$ cat src/rtl/clnw_pkg.sv
// ----------------------------------------------------------------------------
// clnw_pkg
// Shared types and constants of the character LCD nibble writer: item kinds,
// classified operations, sequencer phases, register indexes and reset values.
// ----------------------------------------------------------------------------
package clnw_pkg;

	localparam int unsigned CFG_IDX_W = 3;
	localparam int unsigned TICK_W    = 16;

	// Raw item kinds on the input port
	localparam logic [1:0] KIND_TICK = 2'd0;
	localparam logic [1:0] KIND_CMD  = 2'd1;
	localparam logic [1:0] KIND_CHAR = 2'd2;

	// Register indexes on the configuration port
	localparam logic [CFG_IDX_W-1:0] REG_SETUP     = 3'd0;
	localparam logic [CFG_IDX_W-1:0] REG_PULSE     = 3'd1;
	localparam logic [CFG_IDX_W-1:0] REG_DATA_HOLD = 3'd2;
	localparam logic [CFG_IDX_W-1:0] REG_CMD_HOLD  = 3'd3;
	localparam logic [CFG_IDX_W-1:0] REG_BYTE_GAP  = 3'd4;

	// Register reset values
	localparam logic [TICK_W-1:0] SETUP_RST     = 16'd6;
	localparam logic [TICK_W-1:0] PULSE_RST     = 16'd6;
	localparam logic [TICK_W-1:0] DATA_HOLD_RST = 16'd1600;
	localparam logic [TICK_W-1:0] CMD_HOLD_RST  = 16'd40;
	localparam logic [TICK_W-1:0] BYTE_GAP_RST  = 16'd1000;

	typedef enum logic [1:0] {
		OP_TICK,
		OP_CMD,
		OP_CHAR,
		OP_NOP
	} op_t;

	typedef enum logic [2:0] {
		PH_IDLE,
		PH_SETUP,
		PH_PULSE,
		PH_HOLD,
		PH_GAP
	} phase_t;

	typedef struct packed {
		op_t        op;
		logic [7:0] data;
	} op_item_t;

	typedef struct packed {
		logic       reg_select;
		logic       enable_pin;
		logic [3:0] bus_nibble;
		logic       busy_res;
		logic       rejected;
	} result_t;

	typedef struct packed {
		logic                 valid;
		logic [CFG_IDX_W-1:0] index;
		logic [TICK_W-1:0]    data;
	} cfg_wr_t;

endpackage

$ cat src/rtl/char_lcd_nibble_writer_top.sv
// ----------------------------------------------------------------------------
// char_lcd_nibble_writer_top
// Character LCD 4-bit write interface: queued items in, pin states out.
// ----------------------------------------------------------------------------
// Takes one item per clock (a tick, a command byte or a character byte) and
// returns one result per item with the RS, E and DB7..DB4 levels, a busy flag
// and a flag for a send that arrived while busy and was dropped. An item is
// classified and queued on the input side; the pin sequencer takes one queued
// operation per cycle and writes its result to the output queue, so the
// sustained rate is one item per clock when neither queue stalls; an item
// passes the input queue and then the output queue on its way to the output
// ports. Timing registers are written through the cfg port (always ready); a
// new value applies the next time that count is loaded. All times are counted
// in tick items, not clocks.
// ----------------------------------------------------------------------------
module char_lcd_nibble_writer_top #(
	parameter int unsigned OP_DEPTH  = 2,
	parameter int unsigned RES_DEPTH = 2
) (
	input  logic        clk,
	input  logic        arst_n,
	input  logic        push,
	output logic        full,
	input  logic [1:0]  kind,
	input  logic [7:0]  payload,
	output logic        empty,
	input  logic        pop,
	output logic        reg_select,
	output logic        enable_pin,
	output logic [3:0]  bus_nibble,
	output logic        busy_res,
	output logic        rejected,
	input  logic        cfg_valid,
	output logic        cfg_ready,
	input  logic [2:0]  cfg_index,
	input  logic [15:0] cfg_data
);
	import clnw_pkg::*;

	localparam int unsigned RES_W = $bits(result_t);

	op_item_t          op_item;
	logic              op_valid;
	logic              op_pop;
	logic              res_push;
	logic              res_full;
	result_t           res_item;
	result_t           res_head;
	logic [RES_W-1:0]  res_vec;
	cfg_wr_t           cfg_wr;

	assign cfg_ready    = 1'b1;
	assign cfg_wr.valid = cfg_valid;
	assign cfg_wr.index = cfg_index;
	assign cfg_wr.data  = cfg_data;

	clnw_front #(
		.DEPTH (OP_DEPTH)
	) u_front (
		.clk      (clk),
		.arst_n   (arst_n),
		.push     (push),
		.full     (full),
		.kind     (kind),
		.payload  (payload),
		.op_valid (op_valid),
		.op_item  (op_item),
		.op_pop   (op_pop)
	);

	clnw_seq u_seq (
		.clk      (clk),
		.arst_n   (arst_n),
		.cfg_wr   (cfg_wr),
		.op_valid (op_valid),
		.op_item  (op_item),
		.op_pop   (op_pop),
		.res_full (res_full),
		.res_push (res_push),
		.res_item (res_item)
	);

	clnw_fifo #(
		.WIDTH (RES_W),
		.DEPTH (RES_DEPTH)
	) u_res_q (
		.clk     (clk),
		.arst_n  (arst_n),
		.push    (res_push),
		.wr_data (res_item),
		.full    (res_full),
		.pop     (pop),
		.rd_data (res_vec),
		.empty   (empty)
	);

	assign res_head   = result_t'(res_vec);
	assign reg_select = res_head.reg_select;
	assign enable_pin = res_head.enable_pin;
	assign bus_nibble = res_head.bus_nibble;
	assign busy_res   = res_head.busy_res;
	assign rejected   = res_head.rejected;

endmodule

$ cat src/rtl/clnw_fifo.sv
// ----------------------------------------------------------------------------
// clnw_fifo
// Small first-in first-out queue in flip-flops with push/full and pop/empty.
// ----------------------------------------------------------------------------
module clnw_fifo #(
	parameter int unsigned WIDTH = 8,
	parameter int unsigned DEPTH = 2
) (
	input  logic             clk,
	input  logic             arst_n,
	input  logic             push,
	input  logic [WIDTH-1:0] wr_data,
	output logic             full,
	input  logic             pop,
	output logic [WIDTH-1:0] rd_data,
	output logic             empty
);

	localparam int unsigned PTR_W = (DEPTH > 1) ? $clog2(DEPTH) : 1;
	localparam int unsigned CNT_W = $clog2(DEPTH + 1);

	logic [WIDTH-1:0] mem_q [DEPTH];
	logic [PTR_W-1:0] wr_ptr_q;
	logic [PTR_W-1:0] rd_ptr_q;
	logic [CNT_W-1:0] count_q;
	logic             wr_en;
	logic             rd_en;

	assign full    = (count_q == CNT_W'(DEPTH));
	assign empty   = (count_q == '0);
	assign wr_en   = push && !full;
	assign rd_en   = pop && !empty;
	assign rd_data = mem_q[rd_ptr_q];

	always_ff @(posedge clk) begin
		if (wr_en) begin
			mem_q[wr_ptr_q] <= wr_data;
		end
	end

	always_ff @(posedge clk or negedge arst_n) begin
		if (!arst_n) begin
			wr_ptr_q <= '0;
			rd_ptr_q <= '0;
			count_q  <= '0;
		end else begin
			if (wr_en) begin
				wr_ptr_q <= (wr_ptr_q == PTR_W'(DEPTH - 1)) ? '0 : wr_ptr_q + 1'b1;
			end
			if (rd_en) begin
				rd_ptr_q <= (rd_ptr_q == PTR_W'(DEPTH - 1)) ? '0 : rd_ptr_q + 1'b1;
			end
			if (wr_en && !rd_en) begin
				count_q <= count_q + 1'b1;
			end else if (rd_en && !wr_en) begin
				count_q <= count_q - 1'b1;
			end
		end
	end

endmodule

$ cat src/rtl/clnw_front.sv
// ----------------------------------------------------------------------------
// clnw_front
// Input side: classify each incoming item into an operation and queue it for
// the pin sequencer.
// ----------------------------------------------------------------------------
module clnw_front #(
	parameter int unsigned DEPTH = 2
) (
	input  logic                clk,
	input  logic                arst_n,
	input  logic                push,
	output logic                full,
	input  logic [1:0]          kind,
	input  logic [7:0]          payload,
	output logic                op_valid,
	output clnw_pkg::op_item_t  op_item,
	input  logic                op_pop
);
	import clnw_pkg::*;

	localparam int unsigned ITEM_W = $bits(op_item_t);

	op_item_t          dec_item;
	logic [ITEM_W-1:0] rd_vec;
	logic              q_empty;

	always_comb begin
		dec_item.data = payload;
		unique case (kind)
			KIND_TICK: dec_item.op = OP_TICK;
			KIND_CMD:  dec_item.op = OP_CMD;
			KIND_CHAR: dec_item.op = OP_CHAR;
			default:   dec_item.op = OP_NOP;
		endcase
	end

	clnw_fifo #(
		.WIDTH (ITEM_W),
		.DEPTH (DEPTH)
	) u_op_q (
		.clk     (clk),
		.arst_n  (arst_n),
		.push    (push),
		.wr_data (dec_item),
		.full    (full),
		.pop     (op_pop),
		.rd_data (rd_vec),
		.empty   (q_empty)
	);

	assign op_valid = !q_empty;
	assign op_item  = op_item_t'(rd_vec);

endmodule

$ cat src/rtl/clnw_seq.sv
// ----------------------------------------------------------------------------
// clnw_seq
// Pin sequencer: holds the timing registers and walks each byte through
// setup, pulse and hold per nibble and then the byte gap, one operation per
// cycle while an operation is queued and the result queue is not full.
// ----------------------------------------------------------------------------
module clnw_seq (
	input  logic                clk,
	input  logic                arst_n,
	input  clnw_pkg::cfg_wr_t   cfg_wr,
	input  logic                op_valid,
	input  clnw_pkg::op_item_t  op_item,
	output logic                op_pop,
	input  logic                res_full,
	output logic                res_push,
	output clnw_pkg::result_t   res_item
);
	import clnw_pkg::*;

	logic [TICK_W-1:0] setup_q;
	logic [TICK_W-1:0] pulse_q;
	logic [TICK_W-1:0] data_hold_q;
	logic [TICK_W-1:0] cmd_hold_q;
	logic [TICK_W-1:0] byte_gap_q;

	phase_t            phase_q, phase_d;
	logic              low_half_q, low_half_d;
	logic [7:0]        held_q, held_d;
	logic              rs_q, rs_d;
	logic              e_q, e_d;
	logic [TICK_W-1:0] wait_q, wait_d;
	logic              rej;
	logic              go;

	function automatic logic [TICK_W-1:0] at_least_one(input logic [TICK_W-1:0] v);
		return (v == '0) ? TICK_W'(1) : v;
	endfunction

	assign go       = op_valid && !res_full;
	assign op_pop   = go;
	assign res_push = go;

	always_ff @(posedge clk or negedge arst_n) begin
		if (!arst_n) begin
			setup_q     <= SETUP_RST;
			pulse_q     <= PULSE_RST;
			data_hold_q <= DATA_HOLD_RST;
			cmd_hold_q  <= CMD_HOLD_RST;
			byte_gap_q  <= BYTE_GAP_RST;
		end else if (cfg_wr.valid) begin
			unique case (cfg_wr.index)
				REG_SETUP:     setup_q     <= cfg_wr.data;
				REG_PULSE:     pulse_q     <= cfg_wr.data;
				REG_DATA_HOLD: data_hold_q <= cfg_wr.data;
				REG_CMD_HOLD:  cmd_hold_q  <= cfg_wr.data;
				REG_BYTE_GAP:  byte_gap_q  <= cfg_wr.data;
				default: ;
			endcase
		end
	end

	always_ff @(posedge clk or negedge arst_n) begin
		if (!arst_n) begin
			phase_q    <= PH_IDLE;
			low_half_q <= 1'b0;
			held_q     <= '0;
			rs_q       <= 1'b0;
			e_q        <= 1'b0;
			wait_q     <= '0;
		end else if (go) begin
			phase_q    <= phase_d;
			low_half_q <= low_half_d;
			held_q     <= held_d;
			rs_q       <= rs_d;
			e_q        <= e_d;
			wait_q     <= wait_d;
		end
	end

	always_comb begin
		phase_d    = phase_q;
		low_half_d = low_half_q;
		held_d     = held_q;
		rs_d       = rs_q;
		e_d        = e_q;
		wait_d     = wait_q;
		rej        = 1'b0;

		unique case (op_item.op)
			OP_TICK: begin
				if (phase_q != PH_IDLE) begin
					if (wait_q > TICK_W'(1)) begin
						wait_d = wait_q - 1'b1;
					end else begin
						unique case (phase_q)
							PH_SETUP: begin
								phase_d = PH_PULSE;
								e_d     = 1'b1;
								wait_d  = at_least_one(pulse_q);
							end
							PH_PULSE: begin
								phase_d = PH_HOLD;
								e_d     = 1'b0;
								wait_d  = at_least_one(rs_q ? data_hold_q : cmd_hold_q);
							end
							PH_HOLD: begin
								e_d = 1'b0;
								if (!low_half_q) begin
									// second nibble goes through setup again
									low_half_d = 1'b1;
									phase_d    = PH_SETUP;
									wait_d     = at_least_one(setup_q);
								end else begin
									phase_d = PH_GAP;
									wait_d  = at_least_one(byte_gap_q);
								end
							end
							default: begin
								phase_d = PH_IDLE;
								e_d     = 1'b0;
								wait_d  = '0;
							end
						endcase
					end
				end
			end
			OP_CMD, OP_CHAR: begin
				if (phase_q != PH_IDLE) begin
					// drop the send, flag it
					rej = 1'b1;
				end else begin
					held_d     = op_item.data;
					rs_d       = (op_item.op == OP_CHAR);
					low_half_d = 1'b0;
					phase_d    = PH_SETUP;
					e_d        = 1'b0;
					wait_d     = at_least_one(setup_q);
				end
			end
			default: ;
		endcase

		res_item.reg_select = rs_d;
		res_item.enable_pin = e_d;
		res_item.bus_nibble = low_half_d ? held_d[3:0] : held_d[7:4];
		res_item.busy_res   = (phase_d != PH_IDLE);
		res_item.rejected   = rej;
	end

endmodule

$ cat config.mk
export PLATFORM = sky130hd
export DESIGN_NAME = char_lcd_nibble_writer_top
export DESIGN_NICKNAME = d
export VERILOG_FILES = /design/src/rtl/clnw_pkg.sv /design/src/rtl/char_lcd_nibble_writer_top.sv /design/src/rtl/clnw_fifo.sv /design/src/rtl/clnw_front.sv /design/src/rtl/clnw_seq.sv
export SDC_FILE = /design/constraint.sdc
export NUM_CORES = 1
export LEC_CHECK = 0
export BUFFER_PORTS_ARGS = -buffer_cell sky130_fd_sc_hd__buf_2
export CAP_MARGIN = 20
export CORE_ASPECT_RATIO = 1.75
export CORE_MARGIN = 5
export CORE_UTILIZATION = 57
export CTS_BUF_LIST = sky130_fd_sc_hd__clkbuf_8 sky130_fd_sc_hd__clkbuf_16
export DETAILED_ROUTE_END_ITERATION = 12
export PLACE_DENSITY = 0.75
export SLEW_MARGIN = 10
export SYNTH_ARGS = -nofsm -noshare
export SYNTH_HDL_FRONTEND = slang
export SYNTH_HIERARCHICAL = 1
export SYNTH_SLANG_ARGS = --single-unit
$ cat constraint.sdc
create_clock -name clk -period 3.2 [get_ports clk]
set_clock_uncertainty 0.15 [all_clocks]
set_input_delay 0.16 -clock clk [delete_from_list [all_inputs] [get_ports clk]]
set_output_delay 0.16 -clock clk [all_outputs]
set_load 0.01 [all_outputs]
==> metrics, run 1 <==
Max-cap violations=0; Required @ worst endpoint=3.22 ns; drt via density=between 6 and 7; Mapped Area=8051 µm²; Area growth syn-to-layout=16.74%; gr usage total=27.70%; IO Port Bufs=43; critical path endpoint category=register; Initial DRC Count=580; unrepaired setup endpoints after global routing=true; vias=6221; worst path cell trace=mux2_1 > inv_1 > ha_1 > nor4b_2 > buf_4 > nand2_1 > o221ai_1 > o21a_1 > nor4_2; final hold vios=0; Vert. Die Dim=167.2 µm; global-route wire length before repair=35400 µm; CP peak stage delay=0.77 ns; CTS tree=yes; Die Span X=99.84 µm; FF-to-FF path depth=9; CTS Root Cell=clkbuf_16; final WL=between 20000 and 25000 µm; reg2reg start=u_front/u_op_q/rd_ptr_q$_DFFE_PN0P_; die area=16700 µm²; clock slew at reported path FFs=0.07 ns; post-synthesis sequential area ratio=approximately half; ys async rst share=76.62%; Crit Path Max Fanout=9; achievable frequency=roughly 320 MHz; Syn Inst Count=683; final net count=801; Detail Route Antenna Nets=0; final worst setup slack=0.09178 ns; RR Endpoint=u_res_q/mem_q[1][3]$_DFFE_PP_; io pins=45; post-CTS setup buffers=0; Rel. slew slack=27.22%; #FFs+latches synth=154; Crit-path slowest cell=nor4b_2; Post-Place Worst Slack=0.1597 ns; # fillers=1032; core area=13910 µm²; Synth Net Count=724; Worst VDD drop=0.4822 mV; Pwr Density=905.7 nW/µm²; diode count=0; htree depth=4; Remaining Overflow, GRT=0; # DRC=0; Synth Warn #=6; top post-synthesis cells by area=dfrtp_1 32%, edfxtp_1 13%, mux2_2 13%; count leader, synth=dfrtp_1; HP Class=input port to asynchronous set/reset pin; Clock Latency Late Sink=around 0.43 ns; CTS resizes=0; cell taking the most area after synthesis=dfrtp_1; DR WL/cell=23.54 µm; clock buffer depth=2; endpoints failing setup=0; LEAKAGE=3.697 nW; top cells by instance count after synthesis=103 x dfrtp_1, 95 x mux2_2, 36 x edfxtp_1, 35 x nor2_1, 26 x clkbuf_1; slew of the pin with the lowest slew margin=1.090 ns; Hold Slack=0.1485 ns; vias in the first global route=6555; CP Class=register to register; Max Slew Vio Count=0; crit path DAT=around 3.1 ns; Post-synth EDFFs=36; drt pass-1 iters=6; clock sink count=154; pin count of the biggest net entering global routing=74; antenna violations before repair=0; synthesized area per cell=11.79 µm²; Synth cell types=79; status=complete, no violations; setup slack, reg-to-reg=0.09 ns; Final Cycle Share=97.13%; post-DP HPWL=16580 µm; RD Place Congestion=around 1; CTS buffer count=17; shortest period the worst path allows=3.108 ns; Post-synth top flop=dfrtp_1; Initial Utilization=57.89%; Startpoint Class=register; num rows=57; area fraction of the dominant cell type after synthesis=32.01%; share of layout cells above drive strength 1=31.31%
-- how the worst max path moves through the flow --
stage | slack [ns] | cells after the start | startpoint | to
final | 0.09 | 9 | u_front/u_op_q/rd_ptr_q$_DFFE_PN0P_ | u_res_q/mem_q[1][3]$_DFFE_PP_
after global routing | -0.02 | 9 | u_front/u_op_q/rd_ptr_q$_DFFE_PN0P_ | u_res_q/mem_q[1][3]$_DFFE_PP_
after floorplan | 0.31 | 10 | u_front/u_op_q/rd_ptr_q$_DFFE_PN0P_ | u_res_q/mem_q[0][2]$_DFFE_PP_
after CTS | 0.10 | 9 | u_front/u_op_q/rd_ptr_q$_DFFE_PN0P_ | u_res_q/mem_q[1][3]$_DFFE_PP_
after detailed placement | 0.16 | 9 | u_front/u_op_q/rd_ptr_q$_DFFE_PN0P_ | u_res_q/mem_q[0][3]$_DFFE_PP_
after global placement | 0.34 | 9 | u_front/u_op_q/rd_ptr_q$_DFFE_PN0P_ | u_seq/wait_q[2]$_DFFE_PN0P_
-- cells by family after synthesis --
| group | synth area share [%] |
|---|---|
| compound gates | 11.55 |
| xor+xnor | 1.290 |
| fa+ha+maj | 1.088 |
| buf+inv | 3.077 |
| flops | 50.33 |
| mux | 17.89 |
| other cells | 0.04658 |
| simple gates | 14.73 |
-- state kept, by name, summed over array words and instances (netlist names), 2 cells and up --
name / cells
u_front/u_op_q/mem_q: 20
u_res_q/mem_q: 16
u_seq/byte_gap_q: 16
u_seq/cmd_hold_q: 16
u_seq/data_hold_q: 16
u_seq/pulse_q: 16
u_seq/setup_q: 16
u_seq/wait_q: 16
u_seq/held_q: 8
u_seq/phase_q: 3
u_front/u_op_q/count_q: 2
u_res_q/count_q: 2
-- per-stage QoR --
step / std cells / setup TNS, ns / total power [W] / area (µm²) / utilization [%]
after detailed placement: 889 / 0 / 0.006531 / 8549 / 61.48
after CTS: 950 / 0 / 0.008483 / 9399 / 67.58
after global routing: 950 / -0.06662 / 0.008956 / 9399 / 67.58
after global placement: 889 / 0 / 0.006405 / 8549 / 61.48
final: 950 / 0 / 0.008513 / 9399 / 67.58
after floorplan: 683 / 0 / 0.005513 / 8051 / -
-- routing by layer --
metal / share of wire, % / vias up / wire [µm] / GRT usage, %
met5: 0 / - / 0 / 0
met4: 7.8 / 0 / 1736 / 19.32
met3: 3.9 / 102 / 875 / 4.621
met2: 53 / 249 / 11950 / 49.23
met1: 35 / 3085 / 7802 / 28.93
li1: - / 2785 / - / -
-- critical path, delay by kind of cell (launching register included) --
family	cells	cell delay, ns
adder cells (fa/ha/maj)	1	0.32
multiplexers	1	0.26
AO/OA/AOI/OAI	2	0.41
buffers and inverters	2	0.36
flip-flops	1	0.40
AND/OR/NAND/NOR	3	0.95
-- where the power goes --
group | switching, W | internal, W
sequential | 0.000589 | 0.00276
clock | 0.000888 | 0.00102
combinational | 0.00183 | 0.00143
total | 0.00330 | 0.00521
-- timing repair --
action                                  CTS  global route
hold buffers                             29             0
endpoints found under the setup margin    0             6
hold endpoints to repair                145             0
-- cell usage in the layout, fill, tap and decap left out, types with 9 or more instances in the layout --
cell / synthesis / routed
dfrtp_1: 103 / 103
inv_1: 14 / 14
mux2_1: 16 / 16
clkbuf_16: 0 / 17
nor3_1: 17 / 16
buf_4: 6 / 27
buf_2: 6 / 42
dlygate4sd3_1: 0 / 29
dfstp_2: 15 / 15
a22o_1: 9 / 9
nor4_1: 23 / 23
or4_1: 9 / 9
nand3_1: 18 / 18
o21ai_0: 21 / 21
edfxtp_1: 36 / 36
a21oi_1: 12 / 12
nand2_1: 25 / 25
nor2_1: 35 / 35
mux2i_1: 19 / 19
mux2_2: 95 / 95
-- cell type report --
cell class | count | area (µm²) | area share, %
multi-input combinational | 473 | 3786 | 40.28
sequential | 154 | 4053 | 43.12
tap | 177 | 221.5 | 2.356
timing repair buffer | 99 | 723.2 | 7.694
clock buffer | 17 | 425.4 | 4.526
inverter | 15 | 56.30 | 0.5990
clock inverter | 15 | 133.9 | 1.424
(Power assumes the default switching activity.)
==> inputs of run 2 (changes only) <==
- clock period: 3.2 -> 3.4 ns (I/O delays scaled with it)
==> metrics, run 2 (same netlist as run 1, synthesis figures left out) <==
critical path endpoint category=register; part of the power in registers=38.0%; post-DP HPWL=16960 µm; global-route wire length before repair=37490 µm; CP peak stage delay=0.76 ns; endpoints failing setup=0; Area growth syn-to-layout=17.51%; Clock Latency Late Sink=0.43 ns; GR Layer Usage met3=5.037%; status=complete, no violations; Psw=0.003166 W; CTS buffer count=17; # DRC=0; clock sink count=between 150 and 200; reg2reg start=u_seq/wait_q[0]$_DFFE_PN0P_; Crit-path slowest cell=o311ai_0; vias=6317; Post-Place Worst Slack=0.4059 ns; gr usage total=29.40%; DR WL/cell=24.63 µm; Die Span X=99.84 µm; FF/Latch Area=4053 µm²; CTS resizes=0; diode count=0; crit path DAT=~3.1 ns; Rel. slew slack=around a third; met1 Track Usage GR=between 30% and 40%; CP Class=register to register; combinational share of power=37.8%; IO Port Bufs=43; Net Sw Frac=38.37%; commonest non-fill, non-tap cell in the layout=dfrtp_1; Max-cap violations=0; Buf/Inv on CP=1; most flop-heavy register=u_front/u_op_q/mem_q; drt pass-1 iters=5; final hold vios=0; most frequent cells in the layout=103 x dfrtp_1, 95 x mux2_2, 42 x buf_2, 36 x edfxtp_1, 35 x nor2_1; Initial Utilization=57.89%; pin count of the biggest net entering global routing=69; final WL=between 20000 and 25000 µm; Final Cycle Share=91.56%; # fillers=1019; Vert. Die Dim=167.2 µm; antenna violations before repair=0; RD Place Congestion=1.011; io pins=45; drt via density=6.656; clock buffer depth=2; CP Launch Point=u_seq/wait_q[0]$_DFFE_PN0P_; Worst path top cell family by delay=simple AND/OR/NAND/NOR gates; achievable frequency=321.2 MHz; vias in the first global route=around 6700; final core occ=68.03%; unrepaired setup endpoints after global routing=false; Remaining Overflow, GRT=0; num rows=57; CTS Root Cell=clkbuf_16; final net count=800; Pwr Density=around 870 nW/µm²; M2 GR Usage=between 50% and 60%; multi-input logic area=~3800 µm²; shortest period the worst path allows=approximately 3.1 ns; Crit path top cell by count=nand2_1; htree depth=4; Hold Crit Start=cfg_index[0]; Design Power=0.008253 W; max reg flops=20; clock share of power=around 24%; Worst VDD drop=0.4437 mV; Initial DRC Count=553; slew of the pin with the lowest slew margin=0.9716 ns; core area=13910 µm²; Detail Route Antenna Nets=0; Required @ worst endpoint=3.38 ns; share of layout cells above drive strength 1=31.35%; grt peak-use layer=met2; die area=roughly 17000 µm²; LEAKAGE=between 3 and 4 nW; Max Slew Vio Count=0; worst path cell trace=inv_1 > ha_1 > or2_2 > and3_1 > nand2_1 > o311ai_0 > nand2_1; CTS tree=yes; HP Class=input port to register; final worst setup slack=approximately 0.29 ns; Fin Setup TNS=0 ns; clock slew at reported path FFs=0.07 ns; Startpoint Class=register; Internal=between 0.005 and 0.006 W; Crit Path Max Fanout=10
run 2: cell count changes in the layout (fill, tap and decap cells not counted), moves of 2 or more:
| cell | before | now |
|---|---|---|
| buf_4 | 27 | 24 |
| clkinvlp_4 | 3 | 0 |
| buf_6 | 0 | 2 |
| clkbuf_8 | 0 | 2 |
| clkinv_4 | 3 | 1 |
| inv_6 | 3 | 5 |
run 2: final timing paths:
check / endpoint / slack (ns) / depth (start not counted)
max: u_res_q/mem_q[1][6]$_DFFE_PP_ / 0.29 / 7
min: u_seq/data_hold_q[0]$_DFFE_PN0P_ / 0.10 / 3
max reg2reg: u_res_q/mem_q[1][6]$_DFFE_PP_ / 0.29 / 7
min reg2reg: u_front/u_op_q/wr_ptr_q$_DFFE_PN0P_ / 0.36 / 1
max in group asynchronous: u_seq/byte_gap_q[3]$_DFFE_PN1P_ / 2.06 / 3
min in group asynchronous: u_front/u_op_q/wr_ptr_q$_DFFE_PN0P_ / 0.17 / 2
run 2: routing by layer:
metal | vias to the layer above | share of wire (%)
met5 | - | 0
met4 | 0 | 8.6
met3 | 106 | 4.7
met2 | 265 | 53
met1 | 3155 | 34
li1 | 2791 | -
run 2: stage by stage:
stage,hold slack (ns),instances,cell area (µm²)
finish,0.1020,949,9462
global route,0.1134,949,9462
CTS,0.1723,947,9439
detailed placement,0.09821,886,8527
global placement,0.08097,886,8527
floorplan,-0.2756,683,8051
run 2: area by class of cell:
type	instances	share of cell area [%]
Clock inverter	12	1.521
Clock buffer	20	5.052
Timing Repair Buffer	98	7.643
Tap cell	177	2.341
Sequential cell	154	42.83
Inverter	15	0.5951
Multi-Input combinational cell	473	40.02
run 2: timing repair:
action                                  CTS  global route
endpoints found under the setup margin    0             0
hold buffers                             29             0
buffers inserted                          0             0
hold endpoints to repair                146             0
run 2: worst reg2reg max path, stage by stage (launching register included):
cell and delay, ns:
dfrtp_1 0.43, inv_1 0.08, ha_1 0.25, or2_2 0.19, and3_1 0.44, nand2_1 0.33
o311ai_0 0.76, nand2_1 0.18
run 2: power by group through the flow:
| stage | Clock [W] | Sequential [W] | Combinational (W) |
|---|---|---|---|
| global placement | 0 | 0.00312 | 0.00295 |
| detailed placement | 0 | 0.00315 | 0.00304 |
| CTS | 0.00202 | 0.00312 | 0.00310 |
| floorplan | 0 | 0.00293 | 0.00226 |
| finish | 0.00199 | 0.00314 | 0.00312 |
| global route | 0.00211 | 0.00320 | 0.00339 |
